`src/design/sample_table_poke_and_centroid_macros.svh`:
```
// ---------------------------------------------------------------------------
// Assertion macros for the sample table block
// Property wrappers used by the RTL; they expand to nothing in synthesis.
// ---------------------------------------------------------------------------
`ifndef SAMPLE_TABLE_POKE_AND_CENTROID_MACROS_SVH
`define SAMPLE_TABLE_POKE_AND_CENTROID_MACROS_SVH

`ifndef SYNTHESIS

// condition must never hold
`define STPC_ASSERT_NEVER(label, clk, rst_n, cond, msg) \
    label: assert property (@(posedge clk) disable iff (!rst_n) !(cond)) \
        else $error(msg);

// antecedent implies consequent in the same cycle
`define STPC_ASSERT_IMPLY(label, clk, rst_n, ante, cons, msg) \
    label: assert property (@(posedge clk) disable iff (!rst_n) (ante) |-> (cons)) \
        else $error(msg);

// antecedent implies consequent in the next cycle
`define STPC_ASSERT_NEXT(label, clk, rst_n, ante, cons, msg) \
    label: assert property (@(posedge clk) disable iff (!rst_n) (ante) |=> (cons)) \
        else $error(msg);

`else

`define STPC_ASSERT_NEVER(label, clk, rst_n, cond, msg)
`define STPC_ASSERT_IMPLY(label, clk, rst_n, ante, cons, msg)
`define STPC_ASSERT_NEXT(label, clk, rst_n, ante, cons, msg)

`endif

`endif

```
`src/design/stpc_pkg.sv`:
```
`timescale 1ns / 1ps
// ---------------------------------------------------------------------------
// Sample table package
// Shared widths, codes and controller/datapath interface types.
// ---------------------------------------------------------------------------
package stpc_pkg;

    localparam int DEFAULT_TABLE_DEPTH = 4096;

    localparam int KIND_W   = 2;
    localparam int INDEX_W  = 17;
    localparam int SAMPLE_W = 16;
    localparam int SPAN_W   = 13;
    localparam int LENGTH_W = 13;
    localparam int CENT_W   = 32;
    localparam int LEN_W    = 17;
    localparam int IN_DATA_W  = 48;
    localparam int OUT_DATA_W = 48;

    localparam logic [LENGTH_W-1:0] LENGTH_RESET = 13'd4096;

    localparam logic [KIND_W-1:0] KIND_ARM        = 2'd0;
    localparam logic [KIND_W-1:0] KIND_ACCESS     = 2'd1;
    localparam logic [KIND_W-1:0] KIND_ARM_ACCESS = 2'd2;
    localparam logic [KIND_W-1:0] KIND_CENTROID   = 2'd3;

    localparam logic RES_SAMPLE   = 1'b0;
    localparam logic RES_CENTROID = 1'b1;

    localparam logic [CENT_W-1:0] CENT_MAX = 32'h7fff_ffff;
    localparam logic [CENT_W-1:0] CENT_MIN = 32'h8000_0000;

    typedef struct packed {
        logic clr_en;
        logic take;
        logic wr_pending;
        logic rd_access;
        logic sum_run;
        logic div_start;
        logic div_step;
        logic load_sample;
        logic load_centroid;
    } stpc_cmd_t;

    typedef struct packed {
        logic clear_last;
        logic armed;
        logic span_bad;
        logic sum_done;
        logic div_done;
        logic out_free;
    } stpc_status_t;

endpackage

```
`src/design/stpc_ctrl.sv`:
```
`timescale 1ns / 1ps
// ---------------------------------------------------------------------------
// Sample table controller
// Sequences clearing, table accesses, centroid summing and division.
// ---------------------------------------------------------------------------
module stpc_ctrl
    import stpc_pkg::*;
(
    input  logic              clk,
    input  logic              rst_n,
    input  logic              s_tvalid,
    input  logic [KIND_W-1:0] s_tuser,
    output logic              s_tready,
    input  stpc_status_t      status,
    output stpc_cmd_t         cmd
);

    localparam logic [2:0] ST_CLEAR = 3'd0;
    localparam logic [2:0] ST_IDLE  = 3'd1;
    localparam logic [2:0] ST_EXEC  = 3'd2;
    localparam logic [2:0] ST_READ  = 3'd3;
    localparam logic [2:0] ST_SUM   = 3'd4;
    localparam logic [2:0] ST_DIVLD = 3'd5;
    localparam logic [2:0] ST_DIV   = 3'd6;
    localparam logic [2:0] ST_DONE  = 3'd7;

    logic [2:0] state_reg;
    logic [2:0] state_next;
    logic       accept;

    assign s_tready = (state_reg == ST_IDLE);
    assign accept   = s_tvalid && s_tready;

    always_comb
    begin
        state_next = state_reg;
        cmd        = '0;
        unique case (state_reg)
            ST_CLEAR:
            begin
                cmd.clr_en = 1'b1;
                if (status.clear_last)
                begin
                    state_next = ST_IDLE;
                end
            end
            ST_IDLE:
            begin
                if (accept)
                begin
                    cmd.take = 1'b1;
                    unique case (s_tuser)
                        KIND_ARM:        state_next = ST_IDLE;
                        KIND_ACCESS:     state_next = ST_EXEC;
                        KIND_ARM_ACCESS: state_next = ST_EXEC;
                        KIND_CENTROID:   state_next = status.span_bad ? ST_IDLE : ST_SUM;
                    endcase
                end
            end
            ST_EXEC:
            begin
                if (status.armed)
                begin
                    cmd.wr_pending = 1'b1;
                    state_next     = ST_IDLE;
                end
                else
                begin
                    cmd.rd_access = 1'b1;
                    state_next    = ST_READ;
                end
            end
            ST_READ:
            begin
                if (status.out_free)
                begin
                    cmd.load_sample = 1'b1;
                    state_next      = ST_IDLE;
                end
            end
            ST_SUM:
            begin
                cmd.sum_run = 1'b1;
                if (status.sum_done)
                begin
                    state_next = ST_DIVLD;
                end
            end
            ST_DIVLD:
            begin
                cmd.div_start = 1'b1;
                state_next    = ST_DIV;
            end
            ST_DIV:
            begin
                cmd.div_step = 1'b1;
                if (status.div_done)
                begin
                    state_next = ST_DONE;
                end
            end
            ST_DONE:
            begin
                if (status.out_free)
                begin
                    cmd.load_centroid = 1'b1;
                    state_next        = ST_IDLE;
                end
            end
        endcase
    end

    always_ff @(posedge clk or negedge rst_n)
    begin
        if (!rst_n)
        begin
            state_reg <= ST_CLEAR;
        end
        else
        begin
            state_reg <= state_next;
        end
    end

endmodule

```
`config.mk`:
```
export PLATFORM = sky130hd
export DESIGN_NAME = stpc_ctrl
export DESIGN_NICKNAME = d
export VERILOG_FILES = /design/src/design/sample_table_poke_and_centroid_macros.svh /design/src/design/stpc_pkg.sv /design/src/design/stpc_ctrl.sv
export SDC_FILE = /design/constraint.sdc
export NUM_CORES = 1
export LEC_CHECK = 0
export BUFFER_PORTS_ARGS = -buffer_cell sky130_fd_sc_hd__buf_2
export CORE_AREA = 2 2 39 41
export CTS_CLUSTER_DIAMETER = 30
export DETAILED_ROUTE_END_ITERATION = 7
export DIE_AREA = 0 0 41 43
export GPL_TIMING_DRIVEN = 0
export MAX_ROUTING_LAYER = met4
export SLEW_MARGIN = 20
export SYNTH_ARGS = -nofsm -noshare
export SYNTH_HDL_FRONTEND = slang
export SYNTH_SLANG_ARGS = --single-unit
```
`constraint.sdc`:
```
create_clock -name clk -period 1.1 [get_ports clk]
set_input_delay 0.22 -clock clk [delete_from_list [all_inputs] [get_ports clk]]
set_output_delay 0.22 -clock clk [all_outputs]
set_load 0.01 [all_outputs]
```
======== After elaboration in Yosys (flattened, before gate mapping) ========
Cells that the tools add are included.
storage, ports and cells
  word-level logic and storage cells ...... 43
  flip-flop bits (word level) ............. 3
  bits of input ports ..................... 11
  output and inout bits ................... 10
cells by class
  muxes and demuxes ....................... 21
  reduce and logical (&&, ||, !) cells .... 6
  equal/unequal tests ..................... 15
operator list
  operator                                                                 count
  3-bit case mux with 7 select lines                                       1
  3-bit two-way mux                                                        6
  3-bit == test, second input constant                                     4
  1-bit two-way mux                                                        11
  3-bit case mux with 3 select lines                                       1
  3-bit by 2-bit == test with 1-bit output, second input constant          2
  2-bit inequality test, second input constant                             3
  5-bit AND reduction                                                      1
  2-bit == test, second input constant                                     2
  2-bit two-way mux                                                        2
  2-bit by 1-bit inequality test with 1-bit output, second input constant  2
  2-bit OR reduction                                                       2
  3-bit by 1-bit == test with 1-bit output, second input constant          1
  3-bit zero test                                                          1
  2-bit by 1-bit == test with 1-bit output, second input constant          1
  2-bit zero test                                                          1
  1-bit logical AND                                                        1

======== Depth between registers and ports, before layout ========
Gate-level depths: netlist (run 1).
  word-level depth ........................ 5
  depth in mapped cells ................... 4
  mapped depth without buffers ............ 4

======== Worst setup path after synthesis (run 1) ========
Ideal clock, no wire load.
  kind .................................... register -> output
  start ................................... register state_reg[0]
  end ..................................... output cmd[6] in the netlist's numbering
  data required time ...................... 880 ps
  arrival ................................. 1037 ps
  stages on the path, launching flop included .. 4
  setup slack ............................. -157 ps
  path buffers ............................ 1
  path through ............................ dfrtp_1 buf_4 nand2b_1 nor3b_1
RTL lines
  element                 RTL line          text
  from (decl)             stpc_ctrl.sv:27   logic [2:0] state_reg;
  from (signal assigned)  stpc_ctrl.sv:121  state_reg <= state_next;
  to (decl)               stpc_ctrl.sv:15   output stpc_cmd_t cmd

==> impl_metrics.py, run 1 <==
metrics = {
    "cts": {
        "clock-sinks": 3,
        "cts.path.max_buffers": 2,
        "clkTransAtPathRegs_ns": 0.04,
        "cts_buffers": 3,
        "cts-root-buf": "clkbuf_4",
        "cts_tree": "done",
        "h-tree-depth": 1,
        "insertion_delay_ns": 0.23,
    },
    "logic_synthesis": {
        "ys_ff_latch": 3,
        "syn_area_per_cell_sq_um": 7.74,
        "yosys.area.top_type": "dfrtp_1",
        "yosysSeqAreaShare_pct": 22.6,
        "synthCells": 43,
        "synth_top_area_share_pct": 22.6,
        "yosysWarnings": 0,
        "syn_nets": 55,
        "ys_types": 29,
        "netlist_area_sq_um": 333,
        "synthTopCellsByArea": "dfrtp_1 (23%), nor3_1 (7.5%), mux2_4 (4.5%), nor2_1 (4.5%), ha_1 (3.8%)",
    },
    "timing": {
        "finalSetupViolations": 12,
        "slew_headroom_pct": 90.5,
        "tightest_slew_ns": 0.138,
        "layout_min_cycle_time_ns": 1.41,
        "rsz0062_at_grt": "yes",
        "fin_ws_ns": -0.306,
        "whs_ns": 0.308,
        "final_max_slew_viol_count": 0,
        "final_hold_viol_count": 0,
        "period_share_pct": 128,
        "fmaxAchievable_mhz": 711,
        "fin_skew_ns": 0.00170,
    },
    "power": {
        "powerDensity_nw_per_um2": 2170,
        "p_leak_nw": 0.326,
        "vdd_drop_max_uv": 703,
    },
    "floorplanning": {
        "io_pins": 21,
        "die-area_sq_um": 1760,
        "core_area_sq_um": 1380,
        "initial_utilization_pct": 24.1,
        "die_y_um": 43,
        "die_width_um": 41,
        "core.rowCount": 14,
    },
    "global_routing": {
        "grt_pass1_wl_um": 1760,
        "grtUsageTotal_pct": 15.3,
        "antenna_found_initial": 0,
        "first_global_vias": 461,
        "grt_max_degree": 9,
        "gr-total-overflow": 0,
    },
    "cells_and_area": {
        "fin_cells": 93,
        "antenna_cells": 0,
        "area_growth_pct": 101,
        "layout.nets": 90,
        "fin_util_pct": 48.4,
        "final_cell_mix": "buf_2 (19), buf_4 (7), buf_6 (5)",
        "multi_input_area_sq_um": 298,
        "largest_register_ffs": 3,
        "final_area_sq_um": 669,
        "seq_area_sq_um": 76.3,
        "layout-drive-gt1-share_pct": 66.2,
        "mostFrequentLayoutCell": "buf_2",
        "fillCellCount": 135,
    },
    "worst_setup_path": {
        "r2r_end": "state_reg[1]",
        "r2r_cells": 4,
        "critPathCaptureType": "output pin",
        "critPathBufInv": 3,
        "r2r-start": "state_reg[1]",
        "cp_slowest_stage_delay_ns": 0.38,
        "worst_path_max_delay_cell": "dfrtp_1",
        "path_cells": "buf_6, buf_4, and3_4, buf_6",
        "critPathTopFamily": "buffers and inverters",
        "crit_arrival_ns": 1.19,
        "worstPathRequired_ns": 0.88,
        "path_class": "reg -> out",
        "cp_max_fo": 6,
        "start_kind": "flop",
        "critPathMostFrequentCell": "buf_6",
        "reg2reg_slack_ns": -0.21,
    },
    "placed_design": {
        "place_ws_ns": -0.176,
        "place_inst": 79,
        "post_dp_cell_area_sq_um": 483,
        "routabilityCongestion": 0.691,
        "hpwl_um": 703,
        "port_buffers": 20,
    },
    "drt": {
        "final_antenna_net_count": 0,
        "drc": 0,
        "via_per_inst": 5.03,
        "dr.pass1.iters": 4,
        "vias": 468,
        "avgRoutedWirePerCell_um": 12.2,
        "drtIter0Drc": 5,
        "wirelength_um": 1140,
    },
    "status": {
        "violations": "setup timing",
        "status": "finished with violations",
    },
    "run": {
        "maxCapViolCount": 0,
    },
    "min_path": {
        "hold_path_class": "in -> async",
    },
}
[per-layer routing]
metal	track usage, %	share of wire (%)
met2	25.9	56
met5	-	0
met4	8.00	0
met1	15.2	39
met3	3.14	4.7
[how the worst max path moves through the flow]
stage | slack [ns] | endpoint | cells after the start | start
floorplan | -0.04 | state_reg[1] | 3 | state_reg[1]
global placement | -0.18 | cmd[7] | 4 | state_reg[1]
detailed placement | -0.18 | cmd[7] | 4 | state_reg[1]
CTS | -0.32 | cmd[6] | 4 | state_reg[0]
global route | -0.36 | cmd[7] | 4 | state_reg[2]
finish | -0.31 | cmd[7] | 4 | state_reg[0]
[report_power, final]
| part | total (mW) | switching, mW | leakage [nW] | internal [mW] |
|---|---|---|---|---|
| clock | 0.189 | 0.0529 | 0.0150 | 0.136 |
| sequential | 0.196 | 0.0408 | 0.0352 | 0.155 |
| combinational | 1.07 | 0.493 | 0.276 | 0.575 |
[stage by stage]
stage          power, mW  TNS, ns
2_1_floorplan      0.660   -0.208
3_3_place_gp       0.835    -1.26
3_5_place_dp       0.840    -1.30
4_1_cts             1.31    -2.91
5_1_grt             1.55    -3.63
6_report            1.45    -2.88
[synthesized netlist by cell type]
library cell  n
nor3_1        5
nor2_1        4
dfrtp_1       3
inv_1         2
inv_2         2
nand2_1       2
o21ai_0       2
o22ai_1       2
a22o_1        1
a22oi_1       1
a2bb2oi_1     1
a31o_1        1
a31oi_1       1
and2b_2       1
and3_1        1
buf_2         1
buf_4         1
clkbuf_4      1
ha_1          1
mux2_4        1
mux2i_1       1
nand2b_1      1
nand3_1       1
nor3b_1       1
o2111ai_1     1
o21bai_2      1
or2_0         1
or2b_1        1
or4_1         1
[cells by family after synthesis]
kind of cell	synth area share [%]
buffers and inverters	10.5
flip-flops	22.6
AND/OR/NAND/NOR	30.8
adder cells (fa/ha/maj)	3.76
multiplexers	7.52
AO/OA/AOI/OAI	24.8
[final cells by class]
| class | instances | share of cell area [%] |
|---|---|---|
| Tap cell | 16 | 2.99 |
| Clock buffer | 4 | 3.93 |
| Timing Repair Buffer | 30 | 28.6 |
| Buffer | 3 | 5.61 |
| Multi-Input combinational cell | 33 | 44.5 |
| Sequential cell | 3 | 11.4 |
| Inverter | 4 | 2.99 |
[repair_timing]
item	in CTS	in global routing
setup buffers	8	1
setup endpoints to repair	13	13
hold buffers	1	0
endpoints found under the hold margin	3	0
pin swaps	5	2
resized for setup	12	8
Note: power is estimated with default switching activity, not from simulation.
==> run 2, diff against run 1 <==
- ABC_AREA: not set -> 1
- CTS_CLUSTER_SIZE: not set -> 10
==> impl_metrics.py, run 2 <==
metrics = {
    "status": {
        "status": "finished with violations",
        "violations": "setup timing",
    },
    "cts": {
        "h-tree-depth": 1,
        "insertion_delay_ns": 0.23,
        "cts-root-buf": "clkbuf_4",
        "clkTransAtPathRegs_ns": 0.04,
        "cts.path.max_buffers": 2,
        "cts_tree": "done",
        "clock-sinks": 3,
        "cts_buffers": 3,
    },
    "timing": {
        "layout_min_cycle_time_ns": 1.36,
        "tightest_slew_ns": 0.168,
        "setup-tns-final_ns": -2.46,
        "rsz0062_at_grt": "yes",
        "fin_skew_ns": 0.000572,
        "final_hold_viol_count": 0,
        "fin_ws_ns": -0.255,
        "final_max_slew_viol_count": 0,
        "slew_headroom_pct": 88.8,
        "period_share_pct": 123,
        "finalSetupViolations": 13,
        "fmaxAchievable_mhz": 738,
    },
    "drt": {
        "drtIter0Drc": 11,
        "wirelength_um": 1030,
        "via_per_inst": 4.46,
        "dr.pass1.iters": 4,
        "avgRoutedWirePerCell_um": 9.02,
        "final_antenna_net_count": 0,
        "vias": 508,
        "drc": 0,
    },
    "worst_setup_path": {
        "path_class": "reg -> out",
        "start_kind": "flop",
        "cp_max_fo": 5,
        "crit_arrival_ns": 1.14,
        "r2r-start": "state_reg[0]",
        "critPathBufInv": 3,
        "r2r_end": "state_reg[2]",
        "cp_slowest_stage_delay_ns": 0.39,
        "r2r_cells": 9,
        "critPathCaptureType": "output pin",
        "critPathTopFamily": "flip-flops",
        "reg2reg_slack_ns": -0.08,
        "startpoint": "state_reg[0]",
        "worst_path_max_delay_cell": "dfrtp_1",
        "path_cells": "buf_6, nor2_4, inv_2, nor3_2, buf_2",
        "worstPathRequired_ns": 0.88,
    },
    "global_routing": {
        "grt_pass1_wl_um": 1640,
        "first_global_vias": 426,
        "gr-total-overflow": 0,
        "grtUsageTotal_pct": 13.9,
        "grt_max_degree": 10,
        "antenna_found_initial": 0,
    },
    "logic_synthesis": {
        "synthAdderAreaFrac_pct": 3.18,
        "ys_ff_latch": 3,
        "yosysSeqAreaShare_pct": 19.1,
        "yosysWarnings": 0,
        "synth_top_family_by_area": "simple AND/OR/NAND/NOR gates",
        "synth_compound_area_share_pct": 3.18,
        "yosysMostFrequentCell": "nand2_1",
        "syn_nets": 80,
        "syn_area_per_cell_sq_um": 5.78,
        "dominantRegCellSynth": "dfrtp_1",
        "synthTopCellsByArea": "dfrtp_1 (19%), nand2_1 (18%), inv_1 (15%), nand3_1 (8.9%), buf_6 (8.6%)",
        "netlist_area_sq_um": 393,
        "synth_common_cells": "nand2_1 (19), inv_1 (16), nand3_1 (7)",
        "yosys.area.top_type": "dfrtp_1",
        "ys_types": 18,
        "synth_top_area_share_pct": 19.1,
        "synthCells": 68,
        "synth-edff-count": 0,
        "synth-xor-area-share_pct": 0,
        "synth_mux_area_share_pct": 0,
        "synth_simple_gate_area_share_pct": 48.7,
        "async_flop_share_pct": 100,
    },
    "placed_design": {
        "port_buffers": 20,
        "post_dp_cell_area_sq_um": 518,
        "hpwl_um": 701,
        "routabilityCongestion": 0.799,
    },
    "power": {
        "powerDensity_nw_per_um2": 2510,
        "vdd_drop_max_uv": 820,
        "swShare_pct": 48.8,
        "pwr-share-clk_pct": 12.7,
        "p_int_uw": 801,
        "switchingPower_uw": 764,
        "p_seq_share_pct": 12.2,
        "combPwrFrac_pct": 75.1,
        "p_leak_nw": 0.412,
    },
    "cells_and_area": {
        "seq_area_sq_um": 75.1,
        "layout-drive-gt1-share_pct": 48.0,
        "fillCellCount": 164,
        "area_growth_pct": 58.6,
        "largest_register_ffs": 3,
        "multi_input_area_sq_um": 254,
        "antenna_cells": 0,
        "final_area_sq_um": 623,
        "layout.nets": 111,
        "final_cell_mix": "buf_2 (22), nand2_1 (16), inv_1 (13), nand3_1 (7)",
        "mostFrequentLayoutCell": "buf_2",
    },
    "floorplanning": {
        "die-area_sq_um": 1760,
        "core_area_sq_um": 1380,
        "die_y_um": 43,
        "die_width_um": 41,
        "core.rowCount": 14,
        "io_pins": 21,
        "initial_utilization_pct": 28.4,
    },
    "min_path": {
        "hold_path_class": "in -> async",
    },
    "run": {
        "maxCapViolCount": 0,
    },
}
[run 2: worst max-delay path by stage]
stage	endpoint	slack (ns)	depth (start not counted)
after floorplan	cmd[6]	0.02	4
after CTS	cmd[6]	-0.26	5
after global placement	cmd[6]	-0.07	5
final	cmd[6]	-0.26	5
after global routing	cmd[8]	-0.33	5
after detailed placement	cmd[6]	-0.07	5
[run 2: layout make-up]
type,instances,area share (%)
buffer,3,5.42
clock buffer,4,4.22
inverter,18,10.8
multi-input combinational,44,40.8
sequential,3,12.0
tap,16,3.21
timing repair buffer,26,23.5
[run 2: cell families after synthesis]
| family | Yosys count |
|---|---|
| flip-flops | 3 |
| AND/OR/NAND/NOR | 41 |
| AO/OA/AOI/OAI | 2 |
| adder cells (fa/ha/maj) | 1 |
| buffers and inverters | 21 |
[run 2: through the flow]
stage	util [%]	instances	hold WS (ns)	setup slack, ns	total power [mW]
final	45.0	114	0.312	-0.255	1.57
after global routing	45.0	114	0.324	-0.331	1.72
after CTS	43.1	113	0.308	-0.263	1.50
after detailed placement	37.4	104	0.0168	-0.0742	1.13
after global placement	37.4	104	0.0141	-0.0747	1.12
after floorplan	-	68	-0.0756	0.0250	0.905
[run 2: repair_timing]
action                                 CTS  global route
hold buffers                             1             0
setup buffers                            2             1
pin swaps                                3             5
cloned                                   2             0
gates resized for setup                  7             6
endpoints found under the hold margin    3             0
setup endpoints to repair               11            13
[run 2: metal layers]
metal / vias up / routed length, um / global-route usage (%)
met4: 0 / 10 / 6.00
met2: 19 / 528 / 20.6
li1: 264 / - / -
met1: 223 / 424 / 17.5
met3: 2 / 65 / 3.14
met5: - / 0 / -
[run 2: power groups by stage]
stage / sequential, mW / combinational, mW / clock (mW)
2_1_floorplan: 0.182 / 0.724 / 0
3_3_place_gp: 0.183 / 0.941 / 0
4_1_cts: 0.192 / 1.11 / 0.201
3_5_place_dp: 0.183 / 0.946 / 0
5_1_grt: 0.200 / 1.31 / 0.212
6_report: 0.192 / 1.18 / 0.198
